File: config.mk
export PLATFORM = sky130hd
export DESIGN_NAME = differential_drive_pwm_mixer_top_flat
export DESIGN_NICKNAME = d
export VERILOG_FILES = /design/src/rtl/core/ddpm_pkg.sv /design/src/rtl/core/ddpm_if.sv /design/src/rtl/core/differential_drive_pwm_mixer_top.sv /design/src/rtl/core/ddpm_front.sv /design/src/rtl/core/ddpm_div_cell.sv /design/src/rtl/core/ddpm_scale.sv /design/src/flat_wrapper.sv
export SDC_FILE = /design/constraint.sdc
export NUM_CORES = 2
export LEC_CHECK = 0
export BUFFER_PORTS_ARGS = -buffer_cell sky130_fd_sc_hd__buf_2
export CAP_MARGIN = 20
export CORE_ASPECT_RATIO = 0.6
export CORE_MARGIN = 2
export CORE_UTILIZATION = 55
export DETAILED_ROUTE_END_ITERATION = 8
export PLACE_DENSITY = 0.79
export SETUP_SLACK_MARGIN = 0.1
export SLEW_MARGIN = 0
export SYNTH_ARGS = -nofsm -noshare
export SYNTH_HDL_FRONTEND = slang
export SYNTH_SLANG_ARGS = --single-unit
File: constraint.sdc
create_clock -name clock -period 9.8 [get_ports clock]
set_input_delay 0.49 -clock clock [delete_from_list [all_inputs] [get_ports clock]]
set_output_delay 0.49 -clock clock [all_outputs]
set_load 0.03 [all_outputs]
File: src/rtl/core/ddpm_pkg.sv
// ----------------------------------------------------------------------------
// ddpm_pkg - shared types and constants of the differential-drive mixer
// Widths, the percent limit, the reciprocal for the divide by 100 and the
// words that travel between the front end, the divider cells and the scaler.
// ----------------------------------------------------------------------------
`default_nettype none

package ddpm_pkg;

   // command and result widths
   localparam int CMD_W      = 16;
   localparam int PERIOD_W   = 16;
   localparam int CMP_W      = 16;

   // percent limit and reset period
   localparam int LIMIT_PCT  = 100;
   localparam logic [PERIOD_W-1:0] PERIOD_RESET = 16'd7200;

   // clamped command (+-100) and mixed power (+-200)
   localparam int CLAMP_W    = 9;
   // magnitude of mixed power, 0..200
   localparam int MAG_W      = 8;
   // duty percentage out of the divider, 0..100
   localparam int QUOT_W     = 7;
   // magnitude * 100, up to 20000
   localparam int DIVIDEND_W = 15;

   // period * duty, up to 6553500
   localparam int PROD_W     = PERIOD_W + QUOT_W;
   // x / 100 == (x * RECIP) >> RECIP_SHIFT, exact for x below 2**23
   localparam int RECIP_W     = 24;
   localparam int RECIP_SHIFT = 30;
   localparam logic [RECIP_W-1:0] RECIP = 24'd10737419;
   localparam int FULL_W      = PROD_W + RECIP_W;

   // word handed from cell to cell through the divider row
   typedef struct packed {
      logic [DIVIDEND_W-1:0] rem_l;
      logic [DIVIDEND_W-1:0] rem_r;
      logic [QUOT_W-1:0]     quot_l;
      logic [QUOT_W-1:0]     quot_r;
      logic [DIVIDEND_W-1:0] div_sh;
      logic                  left_pos;
      logic                  right_pos;
   } div_word_type;

   // result word
   typedef struct packed {
      logic [CMP_W-1:0] left_back_compare;
      logic [CMP_W-1:0] left_fwd_compare;
      logic [CMP_W-1:0] right_back_compare;
      logic [CMP_W-1:0] right_fwd_compare;
   } rsp_word_type;

endpackage

`default_nettype wire

File: src/rtl/core/ddpm_if.sv
// ----------------------------------------------------------------------------
// ddpm_if - valid/ready channels of the mixer
// Command channel (speed, yaw) and result channel (four compare values).
// ----------------------------------------------------------------------------
`default_nettype none

interface ddpm_req_if;
   import ddpm_pkg::*;

   logic                    valid;
   logic                    ready;
   logic signed [CMD_W-1:0] speed_cmd;
   logic signed [CMD_W-1:0] yaw_cmd;

   modport source (output valid, output speed_cmd, output yaw_cmd, input ready);
   modport sink   (input valid, input speed_cmd, input yaw_cmd, output ready);
endinterface

interface ddpm_rsp_if;
   import ddpm_pkg::*;

   logic             valid;
   logic             ready;
   logic [CMP_W-1:0] left_back_compare;
   logic [CMP_W-1:0] left_fwd_compare;
   logic [CMP_W-1:0] right_back_compare;
   logic [CMP_W-1:0] right_fwd_compare;

   modport source (output valid, output left_back_compare, output left_fwd_compare,
                   output right_back_compare, output right_fwd_compare, input ready);
   modport sink   (input valid, input left_back_compare, input left_fwd_compare,
                   input right_back_compare, input right_fwd_compare, output ready);
endinterface

`default_nettype wire

File: src/rtl/core/differential_drive_pwm_mixer_top.sv
// Pipeline: an accepted command word passes through every stage to its result word
//   (1 front-end stage, 7 divider cells, 2 scaling stages).
// Throughput: one word per cycle; each stage holds one word and takes the
//   next whenever it is empty or its own word moves on.
// Reset: synchronous, clears every stage valid and sets the period to 7200.
// ----------------------------------------------------------------------------
// differential_drive_pwm_mixer_top - arcade-drive mixer with normalization
// Clamps speed and yaw, mixes to left/right power, normalizes to 100 % in a
// row of divider cells and converts each duty into a PWM compare value.
// ----------------------------------------------------------------------------
`default_nettype none

module differential_drive_pwm_mixer_top (
   input  wire logic                          clock,
   input  wire logic                          reset,
   ddpm_req_if.sink                           req_chan,
   ddpm_rsp_if.source                         rsp_chan,
   input  wire logic                          csr_wr_en,
   input  wire logic [ddpm_pkg::PERIOD_W-1:0] csr_wr_data
);
   import ddpm_pkg::*;

   logic [PERIOD_W-1:0] period_ff;
   logic [PERIOD_W-1:0] period_in;
   div_word_type        word_s  [QUOT_W+1];
   logic                valid_s [QUOT_W+1];
   logic                ready_s [QUOT_W+1];
   rsp_word_type        rsp_word;

   // period register
   assign period_in = csr_wr_en ? csr_wr_data : period_ff;

   always_ff @(posedge clock) begin
      if (reset) begin
         period_ff <= PERIOD_RESET;
      end else begin
         period_ff <= period_in;
      end
   end

   // clamp and mix
   ddpm_front u_front (
      .clock       (clock),
      .reset       (reset),
      .valid_i     (req_chan.valid),
      .speed_cmd_i (req_chan.speed_cmd),
      .yaw_cmd_i   (req_chan.yaw_cmd),
      .ready_o     (req_chan.ready),
      .valid_o     (valid_s[0]),
      .word_o      (word_s[0]),
      .ready_i     (ready_s[0])
   );

   // divider row, one quotient bit per cell
   for (genvar i = 0; i < QUOT_W; i++) begin : g_cell
      ddpm_div_cell u_cell (
         .clock   (clock),
         .reset   (reset),
         .valid_i (valid_s[i]),
         .word_i  (word_s[i]),
         .ready_o (ready_s[i]),
         .valid_o (valid_s[i+1]),
         .word_o  (word_s[i+1]),
         .ready_i (ready_s[i+1])
      );
   end

   // compare value scaling and output register
   ddpm_scale u_scale (
      .clock    (clock),
      .reset    (reset),
      .valid_i  (valid_s[QUOT_W]),
      .word_i   (word_s[QUOT_W]),
      .period_i (period_ff),
      .ready_o  (ready_s[QUOT_W]),
      .valid_o  (rsp_chan.valid),
      .word_o   (rsp_word),
      .ready_i  (rsp_chan.ready)
   );

   assign rsp_chan.left_back_compare  = rsp_word.left_back_compare;
   assign rsp_chan.left_fwd_compare   = rsp_word.left_fwd_compare;
   assign rsp_chan.right_back_compare = rsp_word.right_back_compare;
   assign rsp_chan.right_fwd_compare  = rsp_word.right_fwd_compare;

endmodule

`default_nettype wire

File: src/rtl/core/ddpm_front.sv
// ----------------------------------------------------------------------------
// ddpm_front - clamp, mix and divider set-up
// Saturates both commands, mixes them into left/right power, takes the
// magnitudes and loads the first word of the divider row.
// ----------------------------------------------------------------------------
`default_nettype none

module ddpm_front (
   input  wire logic                          clock,
   input  wire logic                          reset,
   input  wire logic                          valid_i,
   input  wire logic signed [ddpm_pkg::CMD_W-1:0] speed_cmd_i,
   input  wire logic signed [ddpm_pkg::CMD_W-1:0] yaw_cmd_i,
   output      logic                          ready_o,
   output      logic                          valid_o,
   output      ddpm_pkg::div_word_type        word_o,
   input  wire logic                          ready_i
);
   import ddpm_pkg::*;

   logic signed [CLAMP_W-1:0] speed_c;
   logic signed [CLAMP_W-1:0] yaw_c;
   logic signed [CLAMP_W-1:0] left_pwr;
   logic signed [CLAMP_W-1:0] right_pwr;
   logic [MAG_W-1:0]          left_mag;
   logic [MAG_W-1:0]          right_mag;
   logic [MAG_W-1:0]          max_mag;
   logic [MAG_W-1:0]          divisor;
   div_word_type              word_in;
   div_word_type              word_ff;
   logic                      valid_ff;

   // saturate commands to +-100
   always_comb begin
      if (speed_cmd_i > CMD_W'(LIMIT_PCT)) begin
         speed_c = CLAMP_W'(LIMIT_PCT);
      end else if (speed_cmd_i < -CMD_W'(LIMIT_PCT)) begin
         speed_c = -CLAMP_W'(LIMIT_PCT);
      end else begin
         speed_c = CLAMP_W'(speed_cmd_i);
      end
      if (yaw_cmd_i > CMD_W'(LIMIT_PCT)) begin
         yaw_c = CLAMP_W'(LIMIT_PCT);
      end else if (yaw_cmd_i < -CMD_W'(LIMIT_PCT)) begin
         yaw_c = -CLAMP_W'(LIMIT_PCT);
      end else begin
         yaw_c = CLAMP_W'(yaw_cmd_i);
      end
   end

   // mix and take magnitudes
   assign left_pwr  = speed_c - yaw_c;
   assign right_pwr = speed_c + yaw_c;
   assign left_mag  = left_pwr[CLAMP_W-1]  ? MAG_W'(-left_pwr)  : MAG_W'(left_pwr);
   assign right_mag = right_pwr[CLAMP_W-1] ? MAG_W'(-right_pwr) : MAG_W'(right_pwr);
   assign max_mag   = (left_mag > right_mag) ? left_mag : right_mag;

   // below the limit, divide by 100: magnitude * 100 / 100 gives it back
   assign divisor = (max_mag > MAG_W'(LIMIT_PCT)) ? max_mag : MAG_W'(LIMIT_PCT);

   always_comb begin
      word_in.rem_l     = DIVIDEND_W'(left_mag)  * DIVIDEND_W'(LIMIT_PCT);
      word_in.rem_r     = DIVIDEND_W'(right_mag) * DIVIDEND_W'(LIMIT_PCT);
      word_in.quot_l    = '0;
      word_in.quot_r    = '0;
      word_in.div_sh    = DIVIDEND_W'(divisor) << (QUOT_W - 1);
      word_in.left_pos  = !left_pwr[CLAMP_W-1]  && (left_pwr != '0);
      word_in.right_pos = !right_pwr[CLAMP_W-1] && (right_pwr != '0);
   end

   // stage register
   assign ready_o = !valid_ff || ready_i;

   always_ff @(posedge clock) begin
      if (reset) begin
         valid_ff <= 1'b0;
      end else if (ready_o) begin
         valid_ff <= valid_i;
      end
   end

   always_ff @(posedge clock) begin
      if (ready_o && valid_i) begin
         word_ff <= word_in;
      end
   end

   assign valid_o = valid_ff;
   assign word_o  = word_ff;

endmodule

`default_nettype wire

File: src/rtl/core/ddpm_div_cell.sv
// ----------------------------------------------------------------------------
// ddpm_div_cell - one quotient bit of the restoring divider row
// Both sides share the divisor; each cell trial-subtracts the aligned
// divisor, shifts in one quotient bit and moves the divisor down a place.
// ----------------------------------------------------------------------------
`default_nettype none

module ddpm_div_cell (
   input  wire logic                   clock,
   input  wire logic                   reset,
   input  wire logic                   valid_i,
   input  wire ddpm_pkg::div_word_type word_i,
   output      logic                   ready_o,
   output      logic                   valid_o,
   output      ddpm_pkg::div_word_type word_o,
   input  wire logic                   ready_i
);
   import ddpm_pkg::*;

   div_word_type word_in;
   div_word_type word_ff;
   logic         valid_ff;
   logic         fit_l;
   logic         fit_r;

   // trial subtract on both lanes
   assign fit_l = word_i.rem_l >= word_i.div_sh;
   assign fit_r = word_i.rem_r >= word_i.div_sh;

   always_comb begin
      word_in        = word_i;
      word_in.rem_l  = fit_l ? word_i.rem_l - word_i.div_sh : word_i.rem_l;
      word_in.rem_r  = fit_r ? word_i.rem_r - word_i.div_sh : word_i.rem_r;
      word_in.quot_l = {word_i.quot_l[QUOT_W-2:0], fit_l};
      word_in.quot_r = {word_i.quot_r[QUOT_W-2:0], fit_r};
      word_in.div_sh = word_i.div_sh >> 1;
   end

   // stage register
   assign ready_o = !valid_ff || ready_i;

   always_ff @(posedge clock) begin
      if (reset) begin
         valid_ff <= 1'b0;
      end else if (ready_o) begin
         valid_ff <= valid_i;
      end
   end

   always_ff @(posedge clock) begin
      if (ready_o && valid_i) begin
         word_ff <= word_in;
      end
   end

   assign valid_o = valid_ff;
   assign word_o  = word_ff;

endmodule

`default_nettype wire

File: src/rtl/core/ddpm_scale.sv
// ----------------------------------------------------------------------------
// ddpm_scale - duty to compare value
// Stage A multiplies the period by the duty; stage B divides by 100 through
// a reciprocal multiply and steers each side onto its forward or back channel.
// ----------------------------------------------------------------------------
`default_nettype none

module ddpm_scale (
   input  wire logic                             clock,
   input  wire logic                             reset,
   input  wire logic                             valid_i,
   input  wire ddpm_pkg::div_word_type           word_i,
   input  wire logic [ddpm_pkg::PERIOD_W-1:0]    period_i,
   output      logic                             ready_o,
   output      logic                             valid_o,
   output      ddpm_pkg::rsp_word_type           word_o,
   input  wire logic                             ready_i
);
   import ddpm_pkg::*;

   logic [PROD_W-1:0] prod_l_in;
   logic [PROD_W-1:0] prod_r_in;
   logic [PROD_W-1:0] prod_l_ff;
   logic [PROD_W-1:0] prod_r_ff;
   logic              left_pos_ff;
   logic              right_pos_ff;
   logic              valid_a_ff;
   logic              ready_a;
   logic [FULL_W-1:0] full_l;
   logic [FULL_W-1:0] full_r;
   logic [CMP_W-1:0]  cmp_l;
   logic [CMP_W-1:0]  cmp_r;
   rsp_word_type      rsp_in;
   rsp_word_type      rsp_ff;
   logic              valid_b_ff;
   logic              ready_b;

   // stage A: period * duty
   assign prod_l_in = PROD_W'(period_i) * PROD_W'(word_i.quot_l);
   assign prod_r_in = PROD_W'(period_i) * PROD_W'(word_i.quot_r);

   assign ready_b = !valid_b_ff || ready_i;
   assign ready_a = !valid_a_ff || ready_b;
   assign ready_o = ready_a;

   always_ff @(posedge clock) begin
      if (reset) begin
         valid_a_ff <= 1'b0;
      end else if (ready_a) begin
         valid_a_ff <= valid_i;
      end
   end

   always_ff @(posedge clock) begin
      if (ready_a && valid_i) begin
         prod_l_ff    <= prod_l_in;
         prod_r_ff    <= prod_r_in;
         left_pos_ff  <= word_i.left_pos;
         right_pos_ff <= word_i.right_pos;
      end
   end

   // stage B: divide by 100 with the reciprocal
   assign full_l = FULL_W'(prod_l_ff) * FULL_W'(RECIP);
   assign full_r = FULL_W'(prod_r_ff) * FULL_W'(RECIP);
   assign cmp_l  = full_l[RECIP_SHIFT +: CMP_W];
   assign cmp_r  = full_r[RECIP_SHIFT +: CMP_W];

   // positive power drives forward, zero or negative drives backward
   always_comb begin
      rsp_in.left_back_compare  = left_pos_ff  ? '0 : cmp_l;
      rsp_in.left_fwd_compare   = left_pos_ff  ? cmp_l : '0;
      rsp_in.right_back_compare = right_pos_ff ? '0 : cmp_r;
      rsp_in.right_fwd_compare  = right_pos_ff ? cmp_r : '0;
   end

   always_ff @(posedge clock) begin
      if (reset) begin
         valid_b_ff <= 1'b0;
      end else if (ready_b) begin
         valid_b_ff <= valid_a_ff;
      end
   end

   always_ff @(posedge clock) begin
      if (ready_b && valid_a_ff) begin
         rsp_ff <= rsp_in;
      end
   end

   assign valid_o = valid_b_ff;
   assign word_o  = rsp_ff;

endmodule

`default_nettype wire

File: src/flat_wrapper.sv
// flat-port wrapper written by rule: the top's interface ports become plain ports
module differential_drive_pwm_mixer_top_flat import ddpm_pkg::*;
  (clock, reset, csr_wr_en, csr_wr_data, req_chan_valid, req_chan_speed_cmd, req_chan_yaw_cmd, req_chan_ready, rsp_chan_valid, rsp_chan_left_back_compare, rsp_chan_left_fwd_compare, rsp_chan_right_back_compare, rsp_chan_right_fwd_compare, rsp_chan_ready);
  ddpm_req_if req_chan_i ();
  ddpm_rsp_if rsp_chan_i ();
  input  wire logic clock;
  input  wire logic reset;
  input  wire logic csr_wr_en;
  input  wire logic [ddpm_pkg::PERIOD_W-1:0] csr_wr_data;
  input wire logic [$bits(req_chan_i.valid)-1:0] req_chan_valid;
  input wire logic [$bits(req_chan_i.speed_cmd)-1:0] req_chan_speed_cmd;
  input wire logic [$bits(req_chan_i.yaw_cmd)-1:0] req_chan_yaw_cmd;
  output wire logic [$bits(req_chan_i.ready)-1:0] req_chan_ready;
  output wire logic [$bits(rsp_chan_i.valid)-1:0] rsp_chan_valid;
  output wire logic [$bits(rsp_chan_i.left_back_compare)-1:0] rsp_chan_left_back_compare;
  output wire logic [$bits(rsp_chan_i.left_fwd_compare)-1:0] rsp_chan_left_fwd_compare;
  output wire logic [$bits(rsp_chan_i.right_back_compare)-1:0] rsp_chan_right_back_compare;
  output wire logic [$bits(rsp_chan_i.right_fwd_compare)-1:0] rsp_chan_right_fwd_compare;
  input wire logic [$bits(rsp_chan_i.ready)-1:0] rsp_chan_ready;
  assign req_chan_i.valid = req_chan_valid;
  assign req_chan_i.speed_cmd = req_chan_speed_cmd;
  assign req_chan_i.yaw_cmd = req_chan_yaw_cmd;
  assign req_chan_ready = req_chan_i.ready;
  assign rsp_chan_valid = rsp_chan_i.valid;
  assign rsp_chan_left_back_compare = rsp_chan_i.left_back_compare;
  assign rsp_chan_left_fwd_compare = rsp_chan_i.left_fwd_compare;
  assign rsp_chan_right_back_compare = rsp_chan_i.right_back_compare;
  assign rsp_chan_right_fwd_compare = rsp_chan_i.right_fwd_compare;
  assign rsp_chan_i.ready = rsp_chan_ready;
  differential_drive_pwm_mixer_top u_core (.clock(clock), .reset(reset), .req_chan(req_chan_i), .rsp_chan(rsp_chan_i), .csr_wr_en(csr_wr_en), .csr_wr_data(csr_wr_data));
endmodule
==> impl_metrics.json <==
{
  "dieArea_sq_mm": 0.0885,
  "first_global_vias": 31800,
  "r2r_end": "u_core.u_scale.word_o[31]",
  "cp.depth": 27,
  "rows": 83,
  "syn_area_sq_mm": 0.0473,
  "clockBufferDepth": 3,
  "synthCells": 4480,
  "cts_hold_buf": 0,
  "switchingPower_uw": 3120,
  "synth_nets": 5822,
  "final_max_slew_viol_count": 0,
  "slowest_delay_ns": 0.56,
  "rr_startpoint": "u_core.u_scale.prod_r_ff[14]",
  "crit_slowest_cell": "fa_1",
  "holdPathEnd": "u_core.period_ff[5]",
  "layout_commonest_cell": "inv_1",
  "synth_edf_count": 419,
  "ys.flop_type": "edfxtp_1",
  "top_level_ports": 119,
  "cts.clk_slew.worst_paths_ns": 0.07,
  "whs_path_depth": 2,
  "chipHeight_microns": 231,
  "grt_use_total": 0.249,
  "fin_nets": 5936,
  "leakagePower_uw": 0.0245,
  "grt_pass1_wl_microns": 173000,
  "holdWs_ns": 0.0645,
  "clk_root_buffer_cell": "clkbuf_16",
  "ys_ff_latch": 445,
  "route.vias.total": 31500,
  "finalSetupViolCount": 0,
  "ir_drop_mv": 0.263,
  "crit_path_start_kind": "flop",
  "maxSlewHeadroom": 0.361,
  "gp_congestion": 1.04,
  "insertion_delay_ns": 0.64,
  "numPortBuffers": 118,
  "cts_buffers": 45,
  "drtPass1Iterations": 5,
  "wl_microns": 107000,
  "power.density_mw_per_mm2": 161,
  "final.min_clock_period_ns": 7.81,
  "yosysTopAreaCellShare": 0.266,
  "finalCritPeriodShare": 0.797,
  "area_growth_pct": 7.49,
  "outcome": "complete, no violations",
  "crit_family": "adder cells",
  "dpl.hpwl_microns": 89100,
  "clock_sinks": 445,
  "timing.setup.tns_ns": 0,
  "synth-seq-area-share": 0.277,
  "synth_top_cell_by_area": "edfxtp_1",
  "fmax_ghz": 0.128,
  "grt_remaining_overflow": 0,
  "vias_per_cell": 5.45,
  "arrival_ns": 8.16,
  "worstSetupEndpointType": "flop",
  "synth_cell_type_count": 77,
  "sequentialPowerShare": 0.319,
  "drc": 0,
  "synthArstFlopShare": 0,
  "antenna_found_initial": 4,
  "synth_area_leaders": "edfxtp_1 (27%), fa_1 (23%), ha_1 (20%)",
  "grt_max_degree": 51,
  "worst_pin_slew_ns": 0.955,
  "cap_violations": 0,
  "critPathMaxFanout": 5,
  "post_drt_wl_per_cell_microns": 18.5,
  "reg2reg_slack_ns": 1.99,
  "start_util": 0.554,
  "die_x_microns": 383,
  "cp.required_ns": 10.16,
  "clock-skew-final_ns": 0.0561,
  "ant_nets": 0,
  "hold_viol": 0,
  "critPathBufInv": 8,
  "core_sq_mm": 0.0854,
  "htreeDepth": 2,
  "power_frac_comb": 0.459,
  "min_from": "csr_wr_data[5]",
  "hold_class": "input port to flop",
  "intPower_uw": 5050,
  "r2r_cells": 27,
  "drive_gt1_frac": 0.0546,
  "syn_area_per_cell_sq_um": 10.6,
  "cts_post_setup_buffers_inserted": 0,
  "worstSetupPathType": "flop to flop",
  "layout_common_cells": "inv_1 (971), ha_1 (741), fa_1 (548)",
  "pwr-share-clk": 0.222,
  "drt-initial-drc-count": 2374,
  "cts_tree": "yes",
  "sw_frac_of_total": 0.382,
  "synth-warning-count": 0,
  "cts_resized": 0,
  "rsz0062_at_grt": "false"
}
[power groups by stage]
stage	Combinational [uW]	Sequential (uW)	Clock, uW
4_1_cts	3720	2610	1840
5_1_grt	4240	2630	1920
6_report	3750	2610	1810
2_1_floorplan	2850	2580	0
3_5_place_dp	3670	2650	0
3_3_place_gp	3520	2640	0
[worst register-to-register path: stages (launching register included)]
cell and delay [ns]:
edfxtp_1 0.51, inv_1 0.21, fa_1 0.56, inv_1 0.11, ha_1 0.31, inv_1 0.05
fa_1 0.53, inv_1 0.05, fa_1 0.48, inv_1 0.05, fa_1 0.49, inv_1 0.05
fa_1 0.51, fa_1 0.42, ha_1 0.28, nand3_1 0.11, or2_2 0.33, nor2_1 0.21
o21ai_0 0.12, o31a_1 0.31, o31ai_1 0.27, buf_4 0.19, a2111oi_0 0.10, dlymetal6s2s_1 0.20
nor3_1 0.40, nor3_1 0.14, or3_1 0.38, and3_1 0.20
[kinds of logic after synthesis]
kind of cell	synth area share
adders and majority gates	0.428
buffers and inverters	0.0826
and+or+nand+nor	0.0972
AOI/OAI and AO/OA	0.0712
DFF	0.277
xor gates and xnor gates	0.0361
muxes	0.00817
[cells in the mapped netlist, drive strengths merged (8+ instances only)]
library cell,n
inv,971
ha,741
fa,548
edfxtp,419
nand2,279
nor2,245
a21oi,176
o21ai,119
xnor2,110
and2,96
xor2,79
clkbuf,60
nor2b,58
a21o,55
nor3,51
nand2b,46
nand3,42
nand4,31
mux2i,27
nor4,27
dfxtp,26
o21bai,25
o21a,24
o31ai,24
and3,21
a21boi,17
or3,16
a211oi,15
a2111oi,12
a31oi,11
mux2,10
nor3b,9
or2,9
o211ai,8
[worst max-delay path by stage]
| stage | endpoint | startpoint |
|---|---|---|
| finish | u_core.u_scale.word_o[31] | u_core.u_scale.prod_r_ff[14] |
| global route | u_core.u_scale.word_o[31] | u_core.u_scale.prod_r_ff[14] |
| CTS | u_core.u_scale.word_o[30] | u_core.u_scale.prod_r_ff[6] |
| detailed placement | u_core.u_scale.word_o[30] | u_core.u_scale.prod_r_ff[6] |
| global placement | u_core.u_scale.word_o[30] | u_core.u_scale.prod_r_ff[6] |
| floorplan | u_core.u_scale.word_o[15] | u_core.u_scale.prod_r_ff[6] |
[area by class of cell]
cell class                      instances  area [sq um]
Multi-Input combinational cell       2995         30400
Clock buffer                           49          1140
Inverter                              973          3650
Tap cell                             1147          1440
Clock inverter                         35           384
Sequential cell                       445         13100
Fill cell                            6895         34500
Antenna cell                            2          5.00
Timing Repair Buffer                  134           753
[layer usage]
| layer | part of all wire | track usage | wire [microns] | vias up |
|---|---|---|---|---|
| li1 | - | - | - | 14900 |
| met1 | 0.47 | 0.380 | 50800 | 15300 |
| met2 | 0.40 | 0.344 | 43000 | 1175 |
| met3 | 0.11 | 0.0868 | 11800 | 112 |
| met4 | 0.014 | 0.0383 | 1520 | 4 |
| met5 | 0.00030 | 0 | 32 | - |
[registers in the layout, summed over array words and instances (netlist names)]
register	flops
u_core.u_scale.valid_a_ff	1
u_core.g_cell.u_cell.word_o	272
u_core.u_scale.valid_o	1
u_core.g_cell.u_cell.valid_o	7
u_core.u_front.word_o	35
u_core.period_ff	16
u_core.u_front.valid_o	1
u_core.u_scale.left_pos_ff	1
u_core.u_scale.prod_l_ff	23
u_core.u_scale.right_pos_ff	1
u_core.u_scale.word_o	64
u_core.u_scale.prod_r_ff	23
[through the flow]
step,utilization,total power (uW),setup WS [ns],instance area (sq um),cells
global route,0.596,8790,1.52,50900,5779
global placement,0.577,6160,1.94,49300,5690
CTS,0.595,8170,1.70,50800,5774
finish,0.596,8170,1.99,50900,5780
floorplan,-,5440,2.73,47300,4480
detailed placement,0.577,6310,1.75,49300,5690
Note: power is estimated with default switching activity, not from simulation.
